### src/design/sdrc_pkg.sv
// ----------------------------------------------------------------------------
// sdrc_pkg
// types, constants and register codes of the stereo dynamic range compressor
// ----------------------------------------------------------------------------
`default_nettype none

package sdrc_pkg;

  localparam int SAMPLE_BITS_DEF = 24;
  localparam int LEVEL_BITS_DEF  = 32;
  localparam int REG_BITS        = 32;
  localparam int IDX_BITS        = 3;
  localparam int GAIN_FRAC       = 24;
  localparam int DIV_BITS        = 64;

  localparam logic [IDX_BITS-1:0] REG_THRESHOLD = 3'd0;
  localparam logic [IDX_BITS-1:0] REG_RATIO     = 3'd1;
  localparam logic [IDX_BITS-1:0] REG_STEP      = 3'd2;
  localparam logic [IDX_BITS-1:0] REG_RISE      = 3'd3;
  localparam logic [IDX_BITS-1:0] REG_FALL      = 3'd4;
  localparam logic [IDX_BITS-1:0] REG_VOLUME    = 3'd5;

  localparam logic [REG_BITS-1:0] THRESHOLD_RST = 32'd13421773;
  localparam logic [REG_BITS-1:0] RATIO_RST     = 32'd32768000;
  localparam logic [REG_BITS-1:0] STEP_RST      = 32'd6554;
  localparam logic [REG_BITS-1:0] RISE_RST      = 32'd28901;
  localparam logic [REG_BITS-1:0] FALL_RST      = 32'd289013760;
  localparam logic [REG_BITS-1:0] VOLUME_RST    = 32'd65536;

  typedef struct packed {
    logic signed [SAMPLE_BITS_DEF-1:0] left_sample;
    logic signed [SAMPLE_BITS_DEF-1:0] right_sample;
  } in_item_t;

  typedef struct packed {
    logic signed [SAMPLE_BITS_DEF-1:0] left_out;
    logic signed [SAMPLE_BITS_DEF-1:0] right_out;
  } out_item_t;

  // datapath operations issued by the controller
  typedef enum logic [3:0] {
    OP_NONE,
    OP_LOAD,      // take magnitude, level, threshold for current channel
    OP_ENV_DIV,   // start envelope quotient
    OP_ENV_UPD,   // apply envelope update
    OP_SR_MUL,    // step * ratio
    OP_EXC_DIV,   // start excess quotient
    OP_NUM,       // thr + q, start gain quotient
    OP_GAIN_LO,   // magnitude * low half of gain
    OP_GAIN_MUL,  // magnitude * gain
    OP_VOL_LO,    // low half of magnitude * volume
    OP_VOL_MUL,   // magnitude * volume
    OP_STORE      // saturate, sign, store result
  } op_t;

  typedef struct packed {
    op_t  op;
    logic chan;
  } dp_cmd_t;

  typedef struct packed {
    logic div_busy;
    logic above_thr;
  } dp_stat_t;

endpackage

`default_nettype wire

### src/design/sdrc_div.sv
// ----------------------------------------------------------------------------
// sdrc_div
// shared restoring divider, floor(n * 2^sh / d) saturated, one bit a cycle
// ----------------------------------------------------------------------------
`default_nettype none

module sdrc_div (
  input  wire logic                           clk,
  input  wire logic                           rst_n,
  input  wire logic                           start,
  input  wire logic [sdrc_pkg::DIV_BITS-1:0]  num,
  input  wire logic [6:0]                     shift,
  input  wire logic [sdrc_pkg::DIV_BITS-1:0]  den,
  output logic                                busy,
  output logic [sdrc_pkg::DIV_BITS-1:0]       quot
);

  localparam int W = sdrc_pkg::DIV_BITS;

  logic [W-1:0] n_r, d_r, r_r, q_r;
  logic [7:0]   cnt_r;
  logic         sat_r, busy_r, zero_r;
  logic [W:0]   r_sh;
  logic         take;

  always_comb begin
    r_sh = {r_r, n_r[W-1]};
    take = r_sh[W] || (r_sh[W-1:0] >= d_r);
  end

  always_ff @(posedge clk) begin
    if (!rst_n) begin
      busy_r <= 1'b0;
      cnt_r  <= '0;
    end else if (start) begin
      busy_r <= 1'b1;
      cnt_r  <= 8'(W) + 8'(shift);
      n_r    <= num;
      d_r    <= den;
      r_r    <= '0;
      q_r    <= '0;
      sat_r  <= 1'b0;
      zero_r <= (den == '0);
    end else if (busy_r) begin
      n_r   <= {n_r[W-2:0], 1'b0};
      r_r   <= take ? (r_sh[W-1:0] - d_r) : r_sh[W-1:0];
      q_r   <= {q_r[W-2:0], take};
      sat_r <= sat_r | q_r[W-1];
      cnt_r <= cnt_r - 8'd1;
      if (cnt_r == 8'd1 || zero_r) begin
        busy_r <= 1'b0;
      end
    end
  end

  assign busy = busy_r;
  assign quot = (sat_r || zero_r) ? '1 : q_r;

endmodule

`default_nettype wire

### src/design/sdrc_datapath.sv
// ----------------------------------------------------------------------------
// sdrc_datapath
// level, gain and volume arithmetic for both channels, one step per command
// ----------------------------------------------------------------------------
`default_nettype none

module sdrc_datapath #(
  parameter int SAMPLE_BITS = sdrc_pkg::SAMPLE_BITS_DEF,
  parameter int LEVEL_BITS  = sdrc_pkg::LEVEL_BITS_DEF
) (
  input  wire logic                          clk,
  input  wire logic                          rst_n,
  input  wire sdrc_pkg::dp_cmd_t             cmd,
  output sdrc_pkg::dp_stat_t                 stat,
  input  wire logic [SAMPLE_BITS-1:0]        smp_l,
  input  wire logic [SAMPLE_BITS-1:0]        smp_r,
  input  wire logic [sdrc_pkg::REG_BITS-1:0] thr_cfg,
  input  wire logic [sdrc_pkg::REG_BITS-1:0] ratio_cfg,
  input  wire logic [sdrc_pkg::REG_BITS-1:0] step_cfg,
  input  wire logic [sdrc_pkg::REG_BITS-1:0] rise_cfg,
  input  wire logic [sdrc_pkg::REG_BITS-1:0] fall_cfg,
  input  wire logic [sdrc_pkg::REG_BITS-1:0] vol_cfg,
  output logic [SAMPLE_BITS-1:0]             res_l,
  output logic [SAMPLE_BITS-1:0]             res_r
);

  localparam int W        = sdrc_pkg::DIV_BITS;
  localparam int LVL_FRAC = LEVEL_BITS - 8;
  localparam int SMP_FRAC = SAMPLE_BITS - 1;
  localparam logic [W-1:0] LVL_MAX = W'((65'd1 << LEVEL_BITS) - 65'd1);
  localparam logic [W-1:0] LIM_POS = W'((65'd1 << (SAMPLE_BITS - 1)) - 65'd1);
  localparam logic [W-1:0] LIM_NEG = W'(65'd1 << (SAMPLE_BITS - 1));

  logic [W-1:0] lvl_r [2];
  logic [W-1:0] magl_r, lv_r, thr_r, m_r, sr_r, aux_r, lo_r;
  logic         neg_r, rise_r;
  logic [SAMPLE_BITS-1:0] res_r_l, res_r_r;

  logic         dv_start;
  logic [W-1:0] dv_num, dv_den, dv_q;
  logic [6:0]   dv_sh;
  logic         dv_busy;

  logic [SAMPLE_BITS-1:0] smp;
  logic [W-1:0]           mag_c, magl_c, thr_c, lim_c, sum_c, mres;
  logic [31:0]            mul_s, mul_b;
  logic [W-1:0]           prod, full_c;
  logic [W:0]             sum_w, full_w;

  function automatic logic [W-1:0] shift_into(input logic [W-1:0] v,
                                               input int from_f, input int to_f);
    logic [W-1:0] o;
    if (to_f >= from_f) o = v << (to_f - from_f);
    else o = v >> (from_f - to_f);
    return o;
  endfunction

  sdrc_div u_div (
    .clk   (clk),
    .rst_n (rst_n),
    .start (dv_start),
    .num   (dv_num),
    .shift (dv_sh),
    .den   (dv_den),
    .busy  (dv_busy),
    .quot  (dv_q)
  );

  always_comb begin
    smp    = cmd.chan ? smp_r : smp_l;
    mag_c  = smp[SAMPLE_BITS-1] ? W'(-smp) & W'({SAMPLE_BITS{1'b1}}) : W'(smp);
    magl_c = shift_into(mag_c, SMP_FRAC, LVL_FRAC);
    thr_c  = shift_into(W'(thr_cfg), 24, LVL_FRAC);
    sum_w  = {1'b0, thr_r} + {1'b0, dv_q};
    sum_c  = sum_w[W] ? '1 : sum_w[W-1:0];
    lim_c  = neg_r ? LIM_NEG : LIM_POS;
    mres   = (m_r > lim_c) ? lim_c : m_r;
  end

  // one shared 32 by 32 multiplier, wide products taken in two halves
  always_comb begin
    mul_s = m_r[31:0];
    mul_b = aux_r[31:0];
    unique case (cmd.op)
      sdrc_pkg::OP_SR_MUL: begin
        mul_s = step_cfg;
        mul_b = ratio_cfg;
      end
      sdrc_pkg::OP_GAIN_MUL: mul_b = aux_r[W-1:32];
      sdrc_pkg::OP_VOL_LO: begin
        mul_s = aux_r[31:0];
        mul_b = m_r[31:0];
      end
      sdrc_pkg::OP_VOL_MUL: begin
        mul_s = aux_r[31:0];
        mul_b = m_r[W-1:32];
      end
      default: ;
    endcase
    prod   = W'(mul_s) * W'(mul_b);
    full_w = {1'b0, lo_r} + {1'b0, prod[31:0], 32'd0};
    full_c = ((prod[W-1:32] != '0) || full_w[W]) ? '1 : full_w[W-1:0];
  end

  always_comb begin
    dv_start = 1'b0;
    dv_num   = magl_r;
    dv_den   = rise_r ? W'(rise_cfg) : W'(fall_cfg);
    dv_sh    = 7'd16;
    unique case (cmd.op)
      sdrc_pkg::OP_ENV_DIV: dv_start = 1'b1;
      sdrc_pkg::OP_EXC_DIV: begin
        dv_start = 1'b1;
        dv_num   = lv_r - thr_r;
        dv_den   = sr_r;
        dv_sh    = 7'd32;
      end
      sdrc_pkg::OP_NUM: begin
        dv_start = 1'b1;
        dv_num   = sum_c;
        dv_den   = lv_r;
        dv_sh    = 7'(sdrc_pkg::GAIN_FRAC);
      end
      default: ;
    endcase
  end

  always_ff @(posedge clk) begin
    if (!rst_n) begin
      lvl_r[0] <= '0;
      lvl_r[1] <= '0;
    end else begin
      unique case (cmd.op)
        sdrc_pkg::OP_LOAD: begin
          m_r    <= mag_c;
          magl_r <= magl_c;
          neg_r  <= smp[SAMPLE_BITS-1];
          lv_r   <= lvl_r[cmd.chan];
          thr_r  <= thr_c;
          rise_r <= magl_c >= lvl_r[cmd.chan];
        end
        sdrc_pkg::OP_ENV_UPD: begin
          logic [W:0]   up;
          logic [W-1:0] nl;
          up = {1'b0, lv_r} + {1'b0, dv_q};
          if (rise_r) nl = (up[W] || up[W-1:0] > LVL_MAX) ? LVL_MAX : up[W-1:0];
          else nl = (dv_q >= lv_r) ? '0 : lv_r - dv_q;
          lv_r <= nl;
          lvl_r[cmd.chan] <= nl;
        end
        sdrc_pkg::OP_SR_MUL: sr_r <= prod;
        sdrc_pkg::OP_GAIN_LO, sdrc_pkg::OP_VOL_LO: lo_r <= prod;
        sdrc_pkg::OP_GAIN_MUL: begin
          if (lv_r > thr_r) begin
            m_r <= full_c >> sdrc_pkg::GAIN_FRAC;
          end
        end
        sdrc_pkg::OP_VOL_MUL: begin
          m_r <= full_c >> 16;
        end
        sdrc_pkg::OP_STORE: begin
          if (cmd.chan) res_r_r <= neg_r ? SAMPLE_BITS'(-mres) : SAMPLE_BITS'(mres);
          else res_r_l <= neg_r ? SAMPLE_BITS'(-mres) : SAMPLE_BITS'(mres);
        end
        default: ;
      endcase
    end
  end

  // second multiplier operand follows the step in progress
  always_ff @(posedge clk) begin
    unique case (cmd.op)
      sdrc_pkg::OP_NUM, sdrc_pkg::OP_EXC_DIV:    aux_r <= '0;
      sdrc_pkg::OP_GAIN_MUL:                     aux_r <= W'(vol_cfg);
      sdrc_pkg::OP_VOL_LO, sdrc_pkg::OP_VOL_MUL: aux_r <= aux_r;
      default:                                   aux_r <= dv_busy ? aux_r : dv_q;
    endcase
  end

  assign stat.div_busy  = dv_busy;
  assign stat.above_thr = lv_r > thr_r;
  assign res_l = res_r_l;
  assign res_r = res_r_r;

endmodule

`default_nettype wire

### config.mk
export PLATFORM = sky130hd
export DESIGN_NAME = sdrc_datapath
export DESIGN_NICKNAME = d
export VERILOG_FILES = /design/src/design/sdrc_pkg.sv /design/src/design/sdrc_div.sv /design/src/design/sdrc_datapath.sv
export SDC_FILE = /design/constraint.sdc
export NUM_CORES = 2
export LEC_CHECK = 0
export ABC_AREA = 1
export BUFFER_PORTS_ARGS = -buffer_cell sky130_fd_sc_hd__buf_4
export CAP_MARGIN = 20
export CORE_MARGIN = 2
export CORE_UTILIZATION = 50
export DETAILED_ROUTE_END_ITERATION = 6
export GPL_TIMING_DRIVEN = 0
export MAX_ROUTING_LAYER = met4
export PLACE_DENSITY_LB_ADDON = 0.08
export SYNTH_ARGS = -nofsm -noshare
export SYNTH_HDL_FRONTEND = slang
export SYNTH_SLANG_ARGS = --single-unit
### constraint.sdc
create_clock -name clk -period 20.2 [get_ports clk]
set_clock_uncertainty 0.1 [all_clocks]
set_input_delay 3.03 -clock clk [delete_from_list [all_inputs] [get_ports clk]]
set_output_delay 3.03 -clock clk [all_outputs]
set_load 0.02 [all_outputs]
Yosys cells after proc, flatten, opt, wreduce, memory -nomap -nowiden
Memories as Yosys holds them, arrays and structs flattened.
Cells that the tools add are included.
{"block": "totals", "ff_bits": 732, "latchBits": 0, "ram_bits": 128, "romBits": 0, "in_bits": 247, "elab_cells": 122, "mem_count": 1}
{"block": "op_classes", "addsub": 10, "multipliers": 1, "div_mod_pow": 0, "order_cmp": 6, "eq_ne": 14, "shifts": 0, "n_mux": 43, "n_bitwise": 3, "n_reduce_logical": 25}
{"name": "lvl_r", "words": 2, "word_bits": 64, "rd": 1, "rd_clocked_by_memory_dff": 0, "write_ports": 2, "line_no": "sdrc_datapath.sv:34", "rtl": "logic [W-1:0] lvl_r [2];"}
{"operator": "$mux W64", "count": 16}
{"operator": "$pmux W64 S2", "count": 3}
{"operator": "$pmux W64 S3", "count": 2}
{"operator": "$add A64 B64 Y65", "count": 2}
{"operator": "$ge A64 B64 Y1", "count": 2}
{"operator": "$pmux W32 S4", "count": 1}
{"operator": "$sub A64 B64 Y64", "count": 2}
{"operator": "$mux W24", "count": 5}
{"operator": "$add A32 B64 Y65", "count": 1}
{"operator": "$ge A25 B64 Y1", "count": 1}
{"operator": "$gt A64 B24 Y1", "count": 1}
{"operator": "$gt A64 B32 Y1", "count": 1}
{"operator": "$gt A64 B32 Y1 const B", "count": 1}
{"operator": "$logic_not A64 Y1", "count": 1}
{"operator": "$mul A32 B32 Y64", "count": 1}
{"operator": "$pmux W32 S2", "count": 1}
{"operator": "$reduce_or A64 Y1", "count": 1}
{"operator": "$sub A64 B32 Y64", "count": 1}
{"operator": "$neg A24 Y24", "count": 2}
{"operator": "$mux W32", "count": 1}
{"operator": "$reduce_bool A32 Y1", "count": 1}
{"operator": "$eq A4 B3 Y1 const B", "count": 4}
{"operator": "$eq A4 B4 Y1 const B", "count": 4}
{"operator": "$mux W8", "count": 2}
{"operator": "other kinds (18)", "count": 45}

Depth between registers and ports, before layout
{"block": "logic_depth", "depth_word": 10, "ltp_mapped": 54}

Modules after synthesis
From an unflattened synthesis, not the netlist that was laid out.
{"block": "hier_totals", "hier_cells": 13601, "hier_area_um2": 97870.1}
{"module": "sdrc_datapath", "instances": 1, "cells_each": 11203, "area_each_um2": 80552.3, "seq_area_each_um2": 15675.0}
{"module": "sdrc_div", "instances": 1, "cells_each": 2398, "area_each_um2": 17317.9, "seq_area_each_um2": 7927.6}

Worst setup path after synthesis
No wires, ideal clock.
{"block": "synth_timing", "kind": "input port to flip-flop", "start": "input cmd[2] in the netlist's numbering", "end": "register m_r[14], data pin", "setup_time_ns": 0.259, "t_arrival_ns": 11.775, "t_required_ns": 19.841, "setup_slack_ns": 8.067, "cell_stages": 48, "n_path_buf": 4, "cell_sequence": "buf_2 > inv_2 > nor2_4 > inv_2 > nor2_4 > nor2_4 > inv_2 > nor2_4 > inv_2 > nor2_2 > buf_2 > a22oi_1 > o2111ai_1 > clkbuf_1 > nand2_1 > inv_1 > fa_1 > inv_1 > (+12 left out) > ha_1 > nand2_1 > nor2_2 > nand2_1 > nor4_2 > nand2_1 > nand2_1 > xor2_1 > ha_1 > nand2_1 > inv_1 > a221oi_1 > o211ai_1 > a41oi_2 > clkbuf_1 > nand4_1 > nand2_1 > nand3_1"}
{"block": "synth_between", "elab_chain_len": 9}
{"item": "from (decl)", "line_no": "sdrc_datapath.sv:13", "rtl": "input wire sdrc_pkg::dp_cmd_t cmd,"}
{"item": "$eq A4 B4 Y1", "line_no": "sdrc_datapath.sv:84", "rtl": "unique case (cmd.op)"}
{"item": "$reduce_or A2 Y1 (no source line)"}
{"item": "$pmux W32 S2", "line_no": "sdrc_datapath.sv:84"}
{"item": "$mul A32 B32 Y64 *", "line_no": "sdrc_datapath.sv:100", "rtl": "prod = W'(mul_s) * W'(mul_b);"}
{"item": "via prod[31]", "line_no": "sdrc_datapath.sv:47", "rtl": "logic [W-1:0] prod, full_c;"}
{"item": "$add A64 B64 Y65 *", "line_no": "sdrc_datapath.sv:101", "rtl": "full_w = {1'b0, lo_r} + {1'b0, prod[31:0], 32'd0};"}
{"item": "$logic_or A1 B1 Y1 *", "line_no": "sdrc_datapath.sv:102", "rtl": "full_c = ((prod[W-1:32] != '0) || full_w[W]) ? '1 : full_w[W-1:0];"}
{"item": "$mux W64 *", "line_no": "sdrc_datapath.sv:102"}
{"item": "$mux W64", "line_no": "sdrc_datapath.sv:154", "rtl": "if (lv_r > thr_r) begin"}
{"item": "$pmux W64 S3 *", "line_no": "sdrc_datapath.sv:133", "rtl": "unique case (cmd.op)"}
{"item": "to (signal assigned)", "line_no": "sdrc_datapath.sv:135", "rtl": "m_r <= mag_c;"}
{"item": "to (signal assigned)", "line_no": "sdrc_datapath.sv:155", "rtl": "m_r <= full_c >> sdrc_pkg::GAIN_FRAC;"}
{"item": "to (signal assigned)", "line_no": "sdrc_datapath.sv:159", "rtl": "m_r <= full_c >> 16;"}
{"item": "to (decl)", "line_no": "sdrc_datapath.sv:35", "rtl": "logic [W-1:0] magl_r, lv_r, thr_r, m_r, sr_r, aux_r, lo_r;"}
Mark *: on every way through the listed nets, which the timed path passes. The rest lies on a longest branch. The select of a mux whose other input is x is not followed.
A chain may end at the register's enable or synchronous reset.

Final worst setup path
{"block": "layout_timing", "start": "input cmd[3] in the netlist's numbering", "end": "register m_r[31], data pin"}
The elaborated chain is that of the path after synthesis.

==> run metrics <==
Post-synth EDFFs 780; fmax 64.3 MHz; max-cap check violation count 0; Die ar. 193000 µm²; RSZ-0062 raised after global routing no; top-area cell type share of the netlist area 24.7%; Pre-antenna DRT Iters 7; total congestion overflow 0; Critical Path Start Type input port; Synth Area per Inst 7.46 µm²; Pins Over Slew Limit 0; setup TNS 0 ps; R2R depth 39; mapped cell area 94700 µm²; residual DRC count 3; final setup vio count 0; type of the worst min-delay path reg -> reg; Starting Density 50.4%; core area 188000 µm²; Syn Inst Count 12700; final hold vios 0; Die H 439 µm; Fill cells 18000; multi-input logic area 59500 µm²; area grow syn2layout 9.67%; Final Routed Wirelength 441 mm; crit-path max FO 10; Buffers on Ports 293; H-tree depth 3; # rows 159; Mapped Nets 14500; largest cells by area after synthesis edfxtp_1 25%, fa_1 19%, nand2_1 12%; WS Path Type in -> reg; crit-path most repeated cell inv_1; Ys Warns 0; # clock sinks 789; Arr. time, crit path 15920 ps; failing checks DRC; first-pass GRT wire length 620 mm; synth unique cells 68; Bufs and invs on worst path 16; Worst-path clk slew 70 ps; Seq/Total Area, Yosys 24.9%; mean routed wirelength per cell 28.0 µm; fin crit period 15550 ps; CP Depth 46; Slew @ Worst Pin 1440 ps; via count 91800; share of cells above drive strength 1 6.73%; hold bufs inserted after CTS 0; vias in the first global route 90400; Die W 439 µm; ys async rst share 0%; post-detail-place hpwl 378 mm; Worst path slowest cell xor2_1; Slew headroom 3.26%; Total GRT Usage 46.5%; Primary FF master, synth edfxtp_1; postcts setup bufs 0; top post-synthesis cells by count 3109 x nand2_1, 2574 x inv_1, 1605 x nor2_1; most common cell in the netlist nand2_1; TritonCTS Buffers 89; Crit path max-delay family adder cells; CTS-repair resized insts 0; CTS tree built; initial antenna violation count 24; routed vias/inst 5.84; # nets final 14900; Synth Register Bits 789; Tcrit/Tclk final 77.0%; GPL Wtd Cong 1.12; clock root buffer clkbuf_16; CP endpoint kind register; status finished with violations; slowest stage delay, CP 840 ps; Longest Clk Path Bufs 3; leading area contributor after synthesis edfxtp_1; Critical Path RT 20570 ps; largest net degree at the start of global routing 129; Hold Path Stages 2; ANT nets after route 0; initial DRC count 11900; clock latency at the later pin of the worst-skew pair 770 ps; IO Pins 297; Register Area 23600 µm²
-- worst min-delay path, stage by stage, from the launching register on --
cell and delay [ps]:
edfxtp_1 320, nand2_1 50, nand2_1 60
-- worst paths after layout --
check,startpoint,endpoint,slack [ps]
max,cmd[3],m_r[31],4650
min reg2reg,u_div.n_r[23],u_div.n_r[24],410
max reg2reg,m_r[14],m_r[31],7520
min,u_div.n_r[23],u_div.n_r[24],410
-- cell usage in the layout, fill, tap and decap left out, drive strengths merged, types with 9 or more instances in the layout --
| master | count |
|---|---|
| bufinv | 12 |
| nand3b | 19 |
| nor2 | 1632 |
| clkinv | 35 |
| o22a | 19 |
| nand2 | 3116 |
| mux2i | 58 |
| xnor2 | 67 |
| o211ai | 28 |
| a21oi | 640 |
| inv | 2634 |
| edfxtp | 780 |
| diode | 27 |
| nand4 | 154 |
| xor2 | 157 |
| dfxtp | 9 |
| nor4 | 50 |
| a22oi | 14 |
| or2 | 53 |
| fa | 902 |
| a221oi | 26 |
| ha | 604 |
| a21o | 35 |
| o21bai | 30 |
| a31oi | 48 |
| clkbuf | 266 |
| a21boi | 23 |
| nand3 | 458 |
| o311ai | 33 |
| o21a | 21 |
| o21ai | 537 |
| nor3 | 103 |
| and2 | 10 |
| buf | 571 |
-- area by class of cell --
class                      count  area share (%)
inverter                    2628            9.50
clock inverter                60           0.679
tap                         2495            3.01
sequential                   789            22.7
buffer                       394            1.77
antenna                       27          0.0650
timing repair buffer         339            2.71
multi-input combinational   8886            57.3
clock buffer                 104            2.24
-- stage by stage --
step           cells  hold WS (ps)  setup WS, ps  utilization (%)  area (µm²)
2_1_floorplan  12700           359          8070                -       94700
3_5_place_dp   15500           415          4420             53.6      101000
6_report       15700           412          4650             55.3      104000
4_1_cts        15700           422          5130             55.2      104000
3_3_place_gp   15500           370          4060             53.2      100000
5_1_grt        15700           446          4500             55.2      104000
-- sequential cells by signal, summed over array words and instances (netlist names), 32 cells and up --
| signal | cells |
|---|---|
| lvl_r | 128 |
| u_div.q_r | 64 |
| u_div.n_r | 64 |
| lv_r | 64 |
| sr_r | 64 |
| lo_r | 48 |
| thr_r | 32 |
| u_div.d_r | 64 |
| m_r | 48 |
| u_div.r_r | 64 |
| aux_r | 64 |
-- logic make-up (layout without fill, tap and decap cells) --
kind of cell | count (synthesis) | after routing | synth area share, %
XOR/XNOR | 224 | 224 | 2.07
buffers and inverters | 3022 | 3525 | 12.4
multiplexers | 59 | 59 | 0.625
other | 0 | 27 | 0
adder cells (fa/ha/maj) | 1506 | 1506 | 27.0
flip-flops | 789 | 789 | 24.9
AO/OA/AOI/OAI | 1495 | 1495 | 9.02
AND/OR/NAND/NOR | 5602 | 5602 | 24.0
-- metal layers --
metal | up-vias | track usage, % | share of wire (%)
met1 | 44000 | 53.8 | 36
met3 | 1508 | 9.20 | 10
met4 | 0 | 39.5 | 11
met5 | - | - | 0
met2 | 5720 | 69.6 | 44
li1 | 40500 | - | -
Power is not shown: default switching activity piles up to over one toggle a cycle in this logic, so the estimate is an artifact.
