==> src/design/sdrc_pkg.sv <==
// ----------------------------------------------------------------------------
// sdrc_pkg
// types, constants and register codes of the stereo dynamic range compressor
// ----------------------------------------------------------------------------
`default_nettype none

package sdrc_pkg;

  localparam int SAMPLE_BITS_DEF = 24;
  localparam int LEVEL_BITS_DEF  = 32;
  localparam int REG_BITS        = 32;
  localparam int IDX_BITS        = 3;
  localparam int GAIN_FRAC       = 24;
  localparam int DIV_BITS        = 64;

  localparam logic [IDX_BITS-1:0] REG_THRESHOLD = 3'd0;
  localparam logic [IDX_BITS-1:0] REG_RATIO     = 3'd1;
  localparam logic [IDX_BITS-1:0] REG_STEP      = 3'd2;
  localparam logic [IDX_BITS-1:0] REG_RISE      = 3'd3;
  localparam logic [IDX_BITS-1:0] REG_FALL      = 3'd4;
  localparam logic [IDX_BITS-1:0] REG_VOLUME    = 3'd5;

  localparam logic [REG_BITS-1:0] THRESHOLD_RST = 32'd13421773;
  localparam logic [REG_BITS-1:0] RATIO_RST     = 32'd32768000;
  localparam logic [REG_BITS-1:0] STEP_RST      = 32'd6554;
  localparam logic [REG_BITS-1:0] RISE_RST      = 32'd28901;
  localparam logic [REG_BITS-1:0] FALL_RST      = 32'd289013760;
  localparam logic [REG_BITS-1:0] VOLUME_RST    = 32'd65536;

  typedef struct packed {
    logic signed [SAMPLE_BITS_DEF-1:0] left_sample;
    logic signed [SAMPLE_BITS_DEF-1:0] right_sample;
  } in_item_t;

  typedef struct packed {
    logic signed [SAMPLE_BITS_DEF-1:0] left_out;
    logic signed [SAMPLE_BITS_DEF-1:0] right_out;
  } out_item_t;

  // datapath operations issued by the controller
  typedef enum logic [3:0] {
    OP_NONE,
    OP_LOAD,      // take magnitude, level, threshold for current channel
    OP_ENV_DIV,   // start envelope quotient
    OP_ENV_UPD,   // apply envelope update
    OP_SR_MUL,    // step * ratio
    OP_EXC_DIV,   // start excess quotient
    OP_NUM,       // thr + q, start gain quotient
    OP_GAIN_LO,   // magnitude * low half of gain
    OP_GAIN_MUL,  // magnitude * gain
    OP_VOL_LO,    // low half of magnitude * volume
    OP_VOL_MUL,   // magnitude * volume
    OP_STORE      // saturate, sign, store result
  } op_t;

  typedef struct packed {
    op_t  op;
    logic chan;
  } dp_cmd_t;

  typedef struct packed {
    logic div_busy;
    logic above_thr;
  } dp_stat_t;

endpackage

`default_nettype wire

==> src/design/sdrc_ctrl.sv <==
// ----------------------------------------------------------------------------
// sdrc_ctrl
// sequencer: walks both channels through level, gain and volume steps
// ----------------------------------------------------------------------------
`default_nettype none

module sdrc_ctrl (
  input  wire logic               clk,
  input  wire logic               rst_n,
  input  wire logic               in_fire,
  input  wire logic               out_fire,
  input  wire sdrc_pkg::dp_stat_t stat,
  output sdrc_pkg::dp_cmd_t       cmd,
  output logic                    in_ready,
  output logic                    out_valid
);

  localparam logic [3:0] S_IDLE     = 4'd0;
  localparam logic [3:0] S_LOAD     = 4'd1;
  localparam logic [3:0] S_ENV_DIV  = 4'd2;
  localparam logic [3:0] S_ENV_WAIT = 4'd3;
  localparam logic [3:0] S_ENV_UPD  = 4'd4;
  localparam logic [3:0] S_SR       = 4'd5;
  localparam logic [3:0] S_EXC_DIV  = 4'd6;
  localparam logic [3:0] S_EXC_WAIT = 4'd7;
  localparam logic [3:0] S_NUM      = 4'd8;
  localparam logic [3:0] S_G_WAIT   = 4'd9;
  localparam logic [3:0] S_GAIN     = 4'd10;
  localparam logic [3:0] S_VOL      = 4'd11;
  localparam logic [3:0] S_STORE    = 4'd12;
  localparam logic [3:0] S_SETTLE   = 4'd13;
  localparam logic [3:0] S_GAIN_LO  = 4'd14;
  localparam logic [3:0] S_VOL_LO   = 4'd15;

  logic [3:0] state_r, state_nxt;
  logic       chan_r, chan_nxt;
  logic       ov_r, ov_nxt;

  always_comb begin
    state_nxt = state_r;
    chan_nxt  = chan_r;
    ov_nxt    = ov_r & ~out_fire;
    cmd.op    = sdrc_pkg::OP_NONE;
    cmd.chan  = chan_r;
    unique case (state_r)
      S_IDLE:     if (in_fire) begin state_nxt = S_LOAD; chan_nxt = 1'b0; end
      S_LOAD:     begin cmd.op = sdrc_pkg::OP_LOAD; state_nxt = S_ENV_DIV; end
      S_ENV_DIV:  begin cmd.op = sdrc_pkg::OP_ENV_DIV; state_nxt = S_ENV_WAIT; end
      S_ENV_WAIT: if (!stat.div_busy) state_nxt = S_ENV_UPD;
      S_ENV_UPD:  begin cmd.op = sdrc_pkg::OP_ENV_UPD; state_nxt = S_SR; end
      S_SR: begin
        cmd.op    = sdrc_pkg::OP_SR_MUL;
        state_nxt = stat.above_thr ? S_EXC_DIV : S_SETTLE;
      end
      S_EXC_DIV:  begin cmd.op = sdrc_pkg::OP_EXC_DIV; state_nxt = S_EXC_WAIT; end
      S_EXC_WAIT: if (!stat.div_busy) state_nxt = S_NUM;
      S_NUM:      begin cmd.op = sdrc_pkg::OP_NUM; state_nxt = S_G_WAIT; end
      S_G_WAIT:   if (!stat.div_busy) state_nxt = S_SETTLE;
      S_SETTLE:   state_nxt = S_GAIN_LO;
      S_GAIN_LO:  begin cmd.op = sdrc_pkg::OP_GAIN_LO; state_nxt = S_GAIN; end
      S_GAIN:     begin cmd.op = sdrc_pkg::OP_GAIN_MUL; state_nxt = S_VOL_LO; end
      S_VOL_LO:   begin cmd.op = sdrc_pkg::OP_VOL_LO; state_nxt = S_VOL; end
      S_VOL:      begin cmd.op = sdrc_pkg::OP_VOL_MUL; state_nxt = S_STORE; end
      S_STORE: begin
        // wait while the previous result is still on offer
        if (!ov_r || out_fire) begin
          cmd.op = sdrc_pkg::OP_STORE;
          if (chan_r) begin
            state_nxt = S_IDLE;
            ov_nxt    = 1'b1;
          end else begin
            chan_nxt  = 1'b1;
            state_nxt = S_LOAD;
          end
        end
      end
      default: state_nxt = S_IDLE;
    endcase
  end

  always_ff @(posedge clk) begin
    if (!rst_n) begin
      state_r <= S_IDLE;
      chan_r  <= 1'b0;
      ov_r    <= 1'b0;
    end else begin
      state_r <= state_nxt;
      chan_r  <= chan_nxt;
      ov_r    <= ov_nxt;
    end
  end

  assign in_ready  = (state_r == S_IDLE);
  assign out_valid = ov_r;

endmodule

`default_nettype wire

==> config.mk <==
export PLATFORM = sky130hd
export DESIGN_NAME = sdrc_ctrl
export DESIGN_NICKNAME = d
export VERILOG_FILES = /design/src/design/sdrc_pkg.sv /design/src/design/sdrc_ctrl.sv
export SDC_FILE = /design/constraint.sdc
export NUM_CORES = 1
export LEC_CHECK = 0
export BUFFER_PORTS_ARGS = -buffer_cell sky130_fd_sc_hd__buf_2
export CAP_MARGIN = 10
export CELL_PAD_IN_SITES_DETAIL_PLACEMENT = 1
export CELL_PAD_IN_SITES_GLOBAL_PLACEMENT = 2
export CORE_MARGIN = 5
export CORE_UTILIZATION = 31
export DETAILED_ROUTE_END_ITERATION = 16
export GPL_ROUTABILITY_DRIVEN = 0
export PLACE_DENSITY = 0.82
export SETUP_SLACK_MARGIN = 0.02
export SLEW_MARGIN = 20
export SYNTH_ARGS = -nofsm -noshare
export SYNTH_HDL_FRONTEND = slang
export SYNTH_SLANG_ARGS = --single-unit
==> constraint.sdc <==
create_clock -name clk -period 2.3 [get_ports clk]
set_clock_uncertainty 0.05 [all_clocks]
set_input_delay 0.115 -clock clk [delete_from_list [all_inputs] [get_ports clk]]
set_output_delay 0.115 -clock clk [all_outputs]
set_load 0.01 [all_outputs]
Word-level counts from Yosys, hierarchy flattened --
Cells that the tools add are included.
Word-level totals: logic and storage cells 47, bits in registers 6, output and inout port bits 7
Cells by class: eq/ne operators 20, bitwise gates (word level) 2, reductions and logical operators 6, multiplexer cells 16
Operators by type and width (count):
- case mux 4 bit (16 select lines) | 1
- case mux 4 bit (11 select lines) | 1
- equality test 4 bit, second input constant | 8
- two-way mux 4 bit | 7
- equality test 4 x 3 -> 1 bit, second input constant | 4
- inequality test 2 bit, second input constant | 5
- equality test 4 x 2 -> 1 bit, second input constant | 2
- two-way mux 1 bit | 6
- AND reduction 5 bit | 1
- equality test 4 x 1 -> 1 bit, second input constant | 1
- zero test 4 bit | 1
- AND reduction 3 bit | 1
- case mux 1 bit (2 select lines) | 1
- nonzero test 2 bit | 1
- bitwise AND 1 bit | 1
- zero test 1 bit | 1
- logical OR 1 bit | 1
- NOT 1 bit | 1

Logic depth before layout (Yosys ltp) --
Gate-level depths: netlist of the first run.
word-level depth 5, gate-level depth with buffers 5, gate-level depth less buffers 4

Worst setup path after synthesis of the first run --
OpenSTA, ideal clock, no wires.
path kind flip-flop to flip-flop, from register state_r[0], to register state_r[3], path slack 932 ps, stages on the path, launching flop included 4, buffers on the path 0, arrival 1201 ps, data required time 2134 ps, clock period less this slack 1368 ps, library setup time 116 ps, cell sequence dfxtp_1 > nor4_4 > a22oi_4 > a41o_1
Between the ends: cells in the longest elaborated chain, start to end 3
Ends and longest elaborated chain:
- start, declared | line sdrc_ctrl.sv:35 | logic [3:0] state_r, state_nxt;
- start signal, assigned | line sdrc_ctrl.sv:87 | state_r <= state_nxt;
- zero test 4 bit *
- net in_ready | line sdrc_ctrl.sv:14 | output logic in_ready,
- inequality test 2 bit (no line)
- AND reduction 5 bit (no line)
Mark *: on every way through the listed nets, which the timed path passes. The rest lies on a longest branch. A chain may end at the register's enable or synchronous reset.

==> results of run 1 <==
[critical path, stage by stage, from the launching register on]
cell	delay [ps]
sky130_fd_sc_hd__dfxtp_1	730
sky130_fd_sc_hd__nor2_1	170
sky130_fd_sc_hd__a211o_1	300
sky130_fd_sc_hd__a32o_1	190
sky130_fd_sc_hd__buf_2	130
[worst min-delay path by stage]
stage / depth (start not counted) / slack (ps) / endpoint
after floorplan: 2 / 250 / state_r[0]$_SDFFE_PN0P_
after global placement: 3 / 390 / state_r[0]$_SDFFE_PN0P_
after detailed placement: 3 / 400 / state_r[0]$_SDFFE_PN0P_
after CTS: 3 / 140 / state_r[0]$_SDFFE_PN0P_
after global routing: 3 / 140 / state_r[0]$_SDFFE_PN0P_
final: 3 / 140 / state_r[0]$_SDFFE_PN0P_
[registers in the layout, indices dropped and copies added (netlist names)]
register / cells
state_r: 4
chan_r: 1
out_valid: 1
[power by group through the flow]
stage | clock network [mW] | registers (mW) | logic (mW)
after floorplan | 0 | 0.138 | 0.169
after detailed placement | 0 | 0.163 | 0.204
after global routing | 0.111 | 0.166 | 0.219
after global placement | 0 | 0.164 | 0.200
after CTS | 0.101 | 0.161 | 0.205
final | 0.0972 | 0.161 | 0.203
[through the flow]
step / instance area [um^2] / setup WS [ps] / hold slack, ps / power, mW / util (%)
final: 691 / 355 / 143 / 0.462 / 39.1
after global routing: 691 / 241 / 144 / 0.497 / 39.1
after CTS: 691 / 373 / 135 / 0.467 / 39.1
after detailed placement: 668 / 546 / 397 / 0.367 / 37.9
after global placement: 668 / 588 / 389 / 0.364 / 37.9
after floorplan: 584 / 932 / 247 / 0.307 / -
[layout make-up]
class	count	area [um^2]	area share (%)
inverters	4	15.0	2.17
flip-flops and latches	6	120	17.4
clock buffers	3	22.5	3.26
multi-input cells	58	412	59.6
well taps	25	31.3	4.53
repair buffers	16	90.1	13.0
[cell usage in the layout, fill, tap and decap left out, types with 2 or more instances in the layout]
cell type / count
sky130_fd_sc_hd__buf_4: 4
sky130_fd_sc_hd__a21oi_1: 11
sky130_fd_sc_hd__nand2_1: 6
sky130_fd_sc_hd__buf_2: 12
sky130_fd_sc_hd__a32o_1: 2
sky130_fd_sc_hd__dfxtp_1: 6
sky130_fd_sc_hd__nor3_1: 2
sky130_fd_sc_hd__clkbuf_4: 3
sky130_fd_sc_hd__nor2b_1: 5
sky130_fd_sc_hd__nand2b_1: 2
sky130_fd_sc_hd__inv_1: 4
sky130_fd_sc_hd__o21ai_0: 6
sky130_fd_sc_hd__nor2_1: 3
[cell families after synthesis]
family,Yosys count,synth area share (%)
buffers and inverters,11,8.99
DFF,6,20.6
and+or+nand+nor,26,30.8
AOI/OAI and AO/OA,31,38.1
xor gates and xnor gates,1,1.50
[per-layer routing]
layer	GRT usage, %	part of all wire (%)	wire length [um]	vias to the layer above
li1	-	-	-	298
met4	3.83	0	0	0
met1	13.8	47	744	270
met3	4.23	3.8	59	0
met2	20.6	49	766	8
met5	0	0	0	-
==> out/qor_table.md, run 1 <==
| Quantity | Reported |
|:---|:---|
| Outcome | completed |
| Deepest clock path buffer count | 2 |
| Initial antenna violation count | 0 |
| CP Max Fanout | 19 |
| Number of nets in the final layout | 95 |
| Via count of the first global-routing pass | 530 |
| Count of warnings emitted by yosys | 0 |
| Clock buffers created by TritonCTS | 3 |
| Seq pwr share | 34.9% |
| Placement Rows | 15 |
| Register-to-Register Setup Slack | 510 ps |
| Aggregate routed wire length | 1.57 mm |
| First-pass iteration count of the detailed router | 3 |
| Area of the placeable core | 0.00176 mm^2 |
| Category of the worst setup path launch point | flop |
| Final count of pins violating max slew | 0 |
| Post-DP HPWL | 1.22 mm |
| Die X-Extent | 53.4 um |
| Source of the worst register-to-register timing path | state_r[2]$_SDFFE_PN0P_ |
| Synth cell types | 35 |
| Post-DR wirelength/cell | 14.0 um |
| CTS-repair resized insts | 0 |
| Top cell type's share of synthesized area | 20.6% |
| Vertical die dimension | 53.4 um |
| CTS sink count | 6 |
| DRC violation total after the first TritonRoute iteration | 3 |
| CP required | 2130 ps |
| Top achievable clock speed | 514 MHz |
| Path class of the lowest-slack min-delay path | in -> reg |
| PD cells | 668 mW/mm^2 |
| Register clock-pin slew on the reported worst setup and hold paths | 50 ps |
| Number of endpoints with negative hold slack in the final report | 0 |
| Setup Crit Path Kind | reg -> out |
| Critical Path AT | 1780 ps |
| Proportion of synthesized flip-flops having asynchronous set or reset | 0% |
| Crit path to | cmd[2] |
| Die ar. | 0.00285 mm^2 |
| Worst-Margin Slew | 646 ps |
| Count of hold buffers inserted by post-cts repair | 0 |
| Worst rel slew slack | 56.9% |
| Diode insertion count for antenna repair | 0 |
| #FFs+latches synth | 6 |
| Hold Crit Start | rst_n |
| Switching share of power | 40.0% |
| Vias per cell | 5.14 |
| Clock group share of total power | 21.1% |
| Peak ir drop on the vdd network | 0.468 mV |
| Clock tree from TritonCTS | built |
| Cell accounting for the most synthesized area | sky130_fd_sc_hd__dfxtp_1 |
| Setup repair after global routing missed its margin | no |
| Worst Reg-to-Reg Cells | 4 |
| P_int | 277 uW |
| Layout overhead on the synthesized area | 18.2% |
| Initial standard-cell utilization of the core | 33.1% |
| Proportion of synthesized chip area in sequential cells | 20.6% |
| Pin count of the biggest net entering global routing | 20 |
| Routed Antenna Nets | 0 |
| Terminus of the critical flop-to-flop path | state_r[2]$_SDFFE_PN0P_ |
| Final-report setup violation count | 0 |
| Setup Fix Bufs, Post-CTS | 0 |
| Final sum of negative setup slack | 0 ps |
| Mean area per synthesized cell | 7.79 um^2 |
| Fraction of layout instances using a drive strength above 1 | 28.7% |
| IO Pins | 13 |
| Post-Layout Cell Count | 112 |
| Kind of capture point of the worst setup path | output pin |
| Top cells by count, synth | 11 x sky130_fd_sc_hd__a21oi_1, 6 x sky130_fd_sc_hd__dfxtp_1, 6 x sky130_fd_sc_hd__nand2_1, 6 x sky130_fd_sc_hd__o21ai_0, 5 x sky130_fd_sc_hd__nor2b_1 |
| Most used flip-flop cell after synthesis | sky130_fd_sc_hd__dfxtp_1 |
| Cell area after synthesis | 584 um^2 |
| Mapped Cells | 75 |
| Minimum clock period | 1950 ps |
| Root buffer selected by CTS | sky130_fd_sc_hd__clkbuf_4 |
| Fillcell total | 237 |
| Count of port buffers added during placement | 12 |
| Max-cap viol count | 0 |
| Global-route wire length before repair | 2.45 mm |
| Total gr overflow | 0 |
| Most frequent cell after synthesis | sky130_fd_sc_hd__a21oi_1 |
| Clock latency reported for the late side of the worst-skew pair | 240 ps |
| Net switching power of the design | 185 uW |
| Aggregate global-route resource usage | 12.1% |
| Leakage power | 0.355 nW |
| Part of the total power dissipated in combinational logic | 44.0% |
| Final period util | 84.6% |
| Post-placement cell count | 109 |
| Post-synth EDFFs | 0 |
| Remaining design rule violation count | 0 |
| CTS H-tree lvls | 1 |
| Vias | 576 |
| Top cells by area, synth | sky130_fd_sc_hd__dfxtp_1 21%, sky130_fd_sc_hd__a21oi_1 9.4%, sky130_fd_sc_hd__nor2b_1 5.4% |
| Synth Net Count | 81 |
| Critical path startpoint | state_r[2]$_SDFFE_PN0P_ |
(Power assumes the default switching activity.)
==> inputs of run 2 (changes only) <==
--- a/config.mk
+++ b/config.mk
@@ -5,15 +5,16 @@
 export SDC_FILE = /design/constraint.sdc
 export NUM_CORES = 1
 export LEC_CHECK = 0
+export ABC_AREA = 1
 export BUFFER_PORTS_ARGS = -buffer_cell sky130_fd_sc_hd__buf_2
 export CAP_MARGIN = 10
 export CELL_PAD_IN_SITES_DETAIL_PLACEMENT = 1
 export CELL_PAD_IN_SITES_GLOBAL_PLACEMENT = 2
 export CORE_MARGIN = 5
-export CORE_UTILIZATION = 31
+export CORE_UTILIZATION = 27
 export DETAILED_ROUTE_END_ITERATION = 16
 export GPL_ROUTABILITY_DRIVEN = 0
-export PLACE_DENSITY = 0.82
+export PLACE_DENSITY = 0.77
 export SETUP_SLACK_MARGIN = 0.02
 export SLEW_MARGIN = 20
 export SYNTH_ARGS = -nofsm -noshare
==> constraint.sdc (replaced) <==
create_clock -name clk -period 1.8 [get_ports clk]
set_clock_uncertainty 0.05 [all_clocks]
set_input_delay 0.09 -clock clk [delete_from_list [all_inputs] [get_ports clk]]
set_output_delay 0.09 -clock clk [all_outputs]
set_load 0.01 [all_outputs]
==> out/qor_table.md, run 2 <==
| Quantity | Reported |
|:---|:---|
| Outcome | completed |
| Setup repair after global routing missed its margin | no |
| Remaining design rule violation count | 0 |
| Fraction of layout instances using a drive strength above 1 | 36.2% |
| Seq pwr share | 23.5% |
| Part of the total power dissipated in combinational logic | 62.9% |
| Most common cell after layout, fill and taps aside | sky130_fd_sc_hd__nand2_1 |
| CTS H-tree lvls | 1 |
| Pwr Total | 967 uW |
| Post-placement cell count | 141 |
| Path class of the lowest-slack min-delay path | in -> reg |
| Simple-gate share of the synthesized area | 47.9% |
| Post-Layout Cell Count | 144 |
| Count of port buffers added during placement | 12 |
| Setup Fix Bufs, Post-CTS | 0 |
| Number of endpoints with negative hold slack in the final report | 0 |
| Aggregate routed wire length | 1.82 mm |
| Net switching power of the design | 493 uW |
| IO Pins | 13 |
| Cell area after synthesis | 643 um^2 |
| Largest family of logic cells by synthesized area | simple AND/OR/NAND/NOR gates |
| Proportion of synthesized flip-flops having asynchronous set or reset | 0% |
| Placement Rows | 17 |
| Switching share of power | 51.0% |
| CP Max Fanout | 4 |
| Routed Antenna Nets | 0 |
| Critical Path AT | 1540 ps |
| Kind of capture point of the worst setup path | output pin |
| DRC violation total after the first TritonRoute iteration | 3 |
| Peak ir drop on the vdd network | 0.470 mV |
| Synth Area in XOR/XNOR | 0% |
| Cell accounting for the most synthesized area | sky130_fd_sc_hd__dfxtp_1 |
| CTS sink count | 6 |
| Fillcell total | 318 |
| Clock buffers created by TritonCTS | 3 |
| Most used flip-flop cell after synthesis | sky130_fd_sc_hd__dfxtp_1 |
| Root buffer selected by CTS | sky130_fd_sc_hd__clkbuf_4 |
| Mean area per synthesized cell | 6.37 um^2 |
| Final count of pins violating max slew | 0 |
| #FFs+latches synth | 6 |
| First-pass iteration count of the detailed router | 3 |
| Category of the worst setup path launch point | flop |
| Mapped Cells | 101 |
| Post-DR wirelength/cell | 12.6 um |
| Pin count of the biggest net entering global routing | 9 |
| Aggregate global-route resource usage | 11.9% |
| Number of nets in the final layout | 124 |
| Diode insertion count for antenna repair | 0 |
| Clock group share of total power | 13.6% |
| Clock tree from TritonCTS | built |
| Count of hold buffers inserted by post-cts repair | 0 |
| Die X-Extent | 58.8 um |
| Initial standard-cell utilization of the core | 28.8% |
| Register name with the most flops | state_r |
| Top cells by area, synth | sky130_fd_sc_hd__dfxtp_1 19%, sky130_fd_sc_hd__nand2_1 14%, sky130_fd_sc_hd__nor2_1 11% |
| Final-report setup violation count | 0 |
| Post-DP HPWL | 1.52 mm |
| Worst-Margin Slew | 341 ps |
| Footprint of the multi-input gates | 409 um^2 |
| P_int | 474 uW |
| Register clock-pin slew on the reported worst setup and hold paths | 50 ps |
| Sequential standard cell area | 123 um^2 |
| Die ar. | 0.00346 mm^2 |
| Total gr overflow | 0 |
| Worst rel slew slack | 77.3% |
| CP required | 1660 ps |
| Count of warnings emitted by yosys | 0 |
| Vias | 667 |
| Proportion of synthesized chip area in sequential cells | 18.7% |
| Top cells by count, synth | 24 x sky130_fd_sc_hd__nand2_1, 19 x sky130_fd_sc_hd__nor2_1, 8 x sky130_fd_sc_hd__inv_1 |
| Synth cell types | 24 |
| Leakage power | 0.413 nW |
| Synth Net Count | 107 |
| Top achievable clock speed | 596 MHz |
| Fin Hold WS | 43.8 ps |
| Final sum of negative setup slack | 0 ps |
| Mux contribution to synthesized area | 0% |
| Initial antenna violation count | 0 |
| Final period util | 93.2% |
| Deepest clock path buffer count | 2 |
| Adder-cell area share of the yosys netlist | 0% |
| Area of the placeable core | 0.00223 mm^2 |
| Share of the synthesized area in compound gates (AO/OA/AOI/OAI) | 15.8% |
| PD cells | 1290 mW/mm^2 |
| Largest register FFs | 4 |
| Post-synth EDFFs | 0 |
| Via count of the first global-routing pass | 666 |
| Vias per cell | 4.63 |
| Commonest non-fill, non-tap cells in the layout | 24 x sky130_fd_sc_hd__nand2_1, 19 x sky130_fd_sc_hd__nor2_1, 12 x sky130_fd_sc_hd__buf_2 |
| Vertical die dimension | 58.8 um |
| Minimum clock period | 1680 ps |
| Max-cap viol count | 0 |
| Global-route wire length before repair | 3.10 mm |
| Most frequent cell after synthesis | sky130_fd_sc_hd__nand2_1 |
| Top cell type's share of synthesized area | 18.7% |
| Setup Crit Path Kind | reg -> out |
| Clock latency reported for the late side of the worst-skew pair | 250 ps |
| Layout overhead on the synthesized area | 16.3% |
run 2: cell count changes after synthesis, moves of 5 or more:
cell and delta:
sky130_fd_sc_hd__nand2_1 +18, sky130_fd_sc_hd__nor2_1 +16, sky130_fd_sc_hd__a21oi_1 -5, sky130_fd_sc_hd__nor2b_1 -5, sky130_fd_sc_hd__nand2_2 +5, sky130_fd_sc_hd__inv_2 +5
run 2: cell families (layout without fill, tap and decap cells):
kind of cell	count (synthesis)	in the layout
compound gates	16	16
buf+inv	20	35
flops	6	6
simple gates	59	59
run 2: power by group through the flow:
stage               Clock [mW]  Sequential (mW)  Combinational (mW)
floorplan                    0            0.172               0.516
global placement             0            0.224               0.613
detailed placement           0            0.225               0.613
CTS                      0.134            0.225               0.617
global route             0.146            0.234               0.678
finish                   0.131            0.227               0.608
run 2: worst max-delay path: stages (launching register included):
cell                        delay (ps)
sky130_fd_sc_hd__dfxtp_1           520
sky130_fd_sc_hd__nand2_4            90
sky130_fd_sc_hd__nor2_1            200
sky130_fd_sc_hd__nand2_1           160
sky130_fd_sc_hd__o2111ai_1         140
sky130_fd_sc_hd__buf_2             170
run 2: timing repair:
item                       CTS  global route
setup endpoints to repair    2             2
gates resized for setup      1             1
pin swaps                    0             0
run 2: metal layers:
| metal | routed length [um] | vias up | track usage [%] |
|---|---|---|---|
| met5 | 0 | - | 0 |
| met4 | 34 | 0 | 4.85 |
| met3 | 81 | 5 | 2.41 |
| met2 | 819 | 13 | 19.4 |
| met1 | 882 | 300 | 15.2 |
| li1 | - | 349 | - |
run 2: area by class of cell:
| class | count | share of cell area, % |
|---|---|---|
| multi-input combinational | 75 | 54.7 |
| inverter | 15 | 8.19 |
| tap | 28 | 4.68 |
| timing repair buffer | 17 | 13.0 |
| clock buffer | 3 | 3.01 |
| sequential | 6 | 16.4 |
run 2: through the flow:
step	area (um^2)	worst slack [ps]	util, %
2_1_floorplan	643	646	-
3_3_place_gp	723	236	32.4
3_5_place_dp	723	241	32.4
4_1_cts	747	45.4	33.4
5_1_grt	748	31.8	33.5
6_report	748	122	33.5
run 2: path summary, 6_finish.rpt:
path / start / depth (start not counted) / end / slack [ps]
max reg2reg: state_r[3]$_SDFFE_PN0P_ / 7 / state_r[0]$_SDFFE_PN0P_ / 440
max: state_r[3]$_SDFFE_PN0P_ / 5 / cmd[1] / 120
min: rst_n / 3 / state_r[2]$_SDFFE_PN0P_ / 40
min reg2reg: chan_r$_SDFFE_PN0P_ / 2 / out_valid$_SDFF_PN0_ / 450
==> inputs of run 3 (changes only) <==
--- a/config.mk
+++ b/config.mk
@@ -15,6 +15,7 @@
 export DETAILED_ROUTE_END_ITERATION = 16
 export GPL_ROUTABILITY_DRIVEN = 0
 export PLACE_DENSITY = 0.77
+export REMOVE_ABC_BUFFERS = 1
 export SETUP_SLACK_MARGIN = 0.02
 export SLEW_MARGIN = 20
 export SYNTH_ARGS = -nofsm -noshare
==> out/qor_table.md, run 3 (synthesized netlist as in run 2, its figures left out) <==
| Quantity | Reported |
|:---|:---|
| DRC violation total after the first TritonRoute iteration | 10 |
| Fraction of layout instances using a drive strength above 1 | 36.8% |
| Post-DP HPWL | 1.50 mm |
| IO Pins | 13 |
| CP required | 1660 ps |
| Aggregate routed wire length | 1.73 mm |
| Total gr overflow | 0 |
| Deepest clock path buffer count | 2 |
| Sequential standard cell area | 124 um^2 |
| Aggregate global-route resource usage | 11.5% |
| Clock tree from TritonCTS | built |
| Footprint of the multi-input gates | 412 um^2 |
| Path class of the lowest-slack min-delay path | in -> reg |
| Post-Layout Cell Count | 142 |
| Post-DR wirelength/cell | 12.2 um |
| CP Max Fanout | 6 |
| Commonest non-fill, non-tap cells in the layout | 23 x sky130_fd_sc_hd__nand2_1, 19 x sky130_fd_sc_hd__nor2_1, 12 x sky130_fd_sc_hd__buf_2 |
| Critical Path AT | 1470 ps |
| Worst rel slew slack | 80.4% |
| Setup Crit Path Kind | reg -> out |
| Clock latency reported for the late side of the worst-skew pair | 240 ps |
| Post-Route Utilization | 33.0% |
| Remaining design rule violation count | 0 |
| Initial standard-cell utilization of the core | 28.8% |
| Most common cell after layout, fill and taps aside | sky130_fd_sc_hd__nand2_1 |
| Max-cap viol count | 0 |
| Post-placement cell count | 139 |
| Global-route wire length before repair | 3.10 mm |
| Area of the placeable core | 0.00223 mm^2 |
| CTS H-tree lvls | 1 |
| Pin count of the biggest net entering global routing | 9 |
| Vertical die dimension | 58.8 um |
| Register name with the most flops | state_r |
| Setup Fix Bufs, Post-CTS | 0 |
| Final sum of negative setup slack | 0 ps |
| Layout overhead on the synthesized area | 14.6% |
| Root buffer selected by CTS | sky130_fd_sc_hd__clkbuf_4 |
| Number of endpoints with negative hold slack in the final report | 0 |
| Via count of the first global-routing pass | 680 |
| Category of the worst setup path launch point | flop |
| CTS sink count | 6 |
| Number of nets in the final layout | 122 |
| Vias | 645 |
| Register clock-pin slew on the reported worst setup and hold paths | 50 ps |
| Die ar. | 0.00346 mm^2 |
| Initial antenna violation count | 0 |
| Largest register FFs | 4 |
| Minimum clock period | 1610 ps |
| First-pass iteration count of the detailed router | 4 |
| Top achievable clock speed | 622 MHz |
| Fillcell total | 310 |
| Final-report setup violation count | 0 |
| Placement Rows | 17 |
| Setup repair after global routing missed its margin | no |
| Peak ir drop on the vdd network | 0.583 mV |
| Vias per cell | 4.54 |
| Diode insertion count for antenna repair | 0 |
| Final count of pins violating max slew | 0 |
| PD cells | 1270 mW/mm^2 |
| Die X-Extent | 58.8 um |
| Count of port buffers added during placement | 12 |
| Leakage power | 0.403 nW |
| Kind of capture point of the worst setup path | output pin |
| Final period util | 89.4% |
| Routed Antenna Nets | 0 |
| Clock buffers created by TritonCTS | 3 |
| Worst-Margin Slew | 292 ps |
| Outcome | completed |
run 3: cell count changes in the layout (fill, tap and decap cells not counted), sizes merged:
cell  delta
buf      -2
run 3: path summary, 6_finish.rpt:
kind                                               from                       to  slack (ps)  depth (start not counted)
worst max-delay path            state_r[0]$_SDFFE_PN0P_                   cmd[2]         190                          5
worst min register to register      chan_r$_SDFFE_PN0P_     out_valid$_SDFF_PN0_         440                          2
worst min-delay path                              rst_n  state_r[2]$_SDFFE_PN0P_          40                          3
worst max register to register  state_r[0]$_SDFFE_PN0P_  state_r[1]$_SDFFE_PN0P_         460                          8
run 3: through the flow:
step | power (mW) | setup WS, ps | hold WS [ps] | area (um^2)
CTS | 0.949 | 28.4 | 49.9 | 732
finish | 0.935 | 191 | 43.0 | 737
global placement | 0.813 | 269 | 305 | 708
detailed placement | 0.816 | 251 | 304 | 708
floorplan | 0.630 | 487 | 160 | 591
global route | 1.04 | 46.6 | 51.8 | 737
run 3: cell type report:
class,instances,share of cell area [%]
clock buffers,3,3.06
inverters,15,8.32
multi-input cells,75,55.9
flip-flops and latches,6,16.8
well taps,28,4.75
repair buffers,15,11.2
run 3: metal layers:
| layer | global-route usage [%] | up-vias | wire length [um] |
|---|---|---|---|
| met5 | 0 | - | 0 |
| met4 | 2.91 | 0 | 4 |
| met3 | 1.54 | 2 | 79 |
| met2 | 19.2 | 12 | 808 |
| met1 | 15.4 | 288 | 838 |
| li1 | - | 343 | - |
run 3: timing repair:
item / CTS / global route
resized for setup: 1 / 3
hold buffers: 0 / 0
endpoints found under the setup margin: 2 / 3
run 3: critical path, stage by stage, from the launching register on:
cell and delay [ps]:
sky130_fd_sc_hd__dfxtp_1 420, sky130_fd_sc_hd__buf_4 210, sky130_fd_sc_hd__nor2_8 60, sky130_fd_sc_hd__a22oi_1 240, sky130_fd_sc_hd__o2111ai_1 140, sky130_fd_sc_hd__buf_2 160
run 3: power by group:
part	total (mW)	leakage (nW)	internal [mW]	switching [mW]
Sequential	0.240	0.0503	0.164	0.0754
Clock	0.124	0.0138	0.0754	0.0482
Combinational	0.571	0.339	0.217	0.354
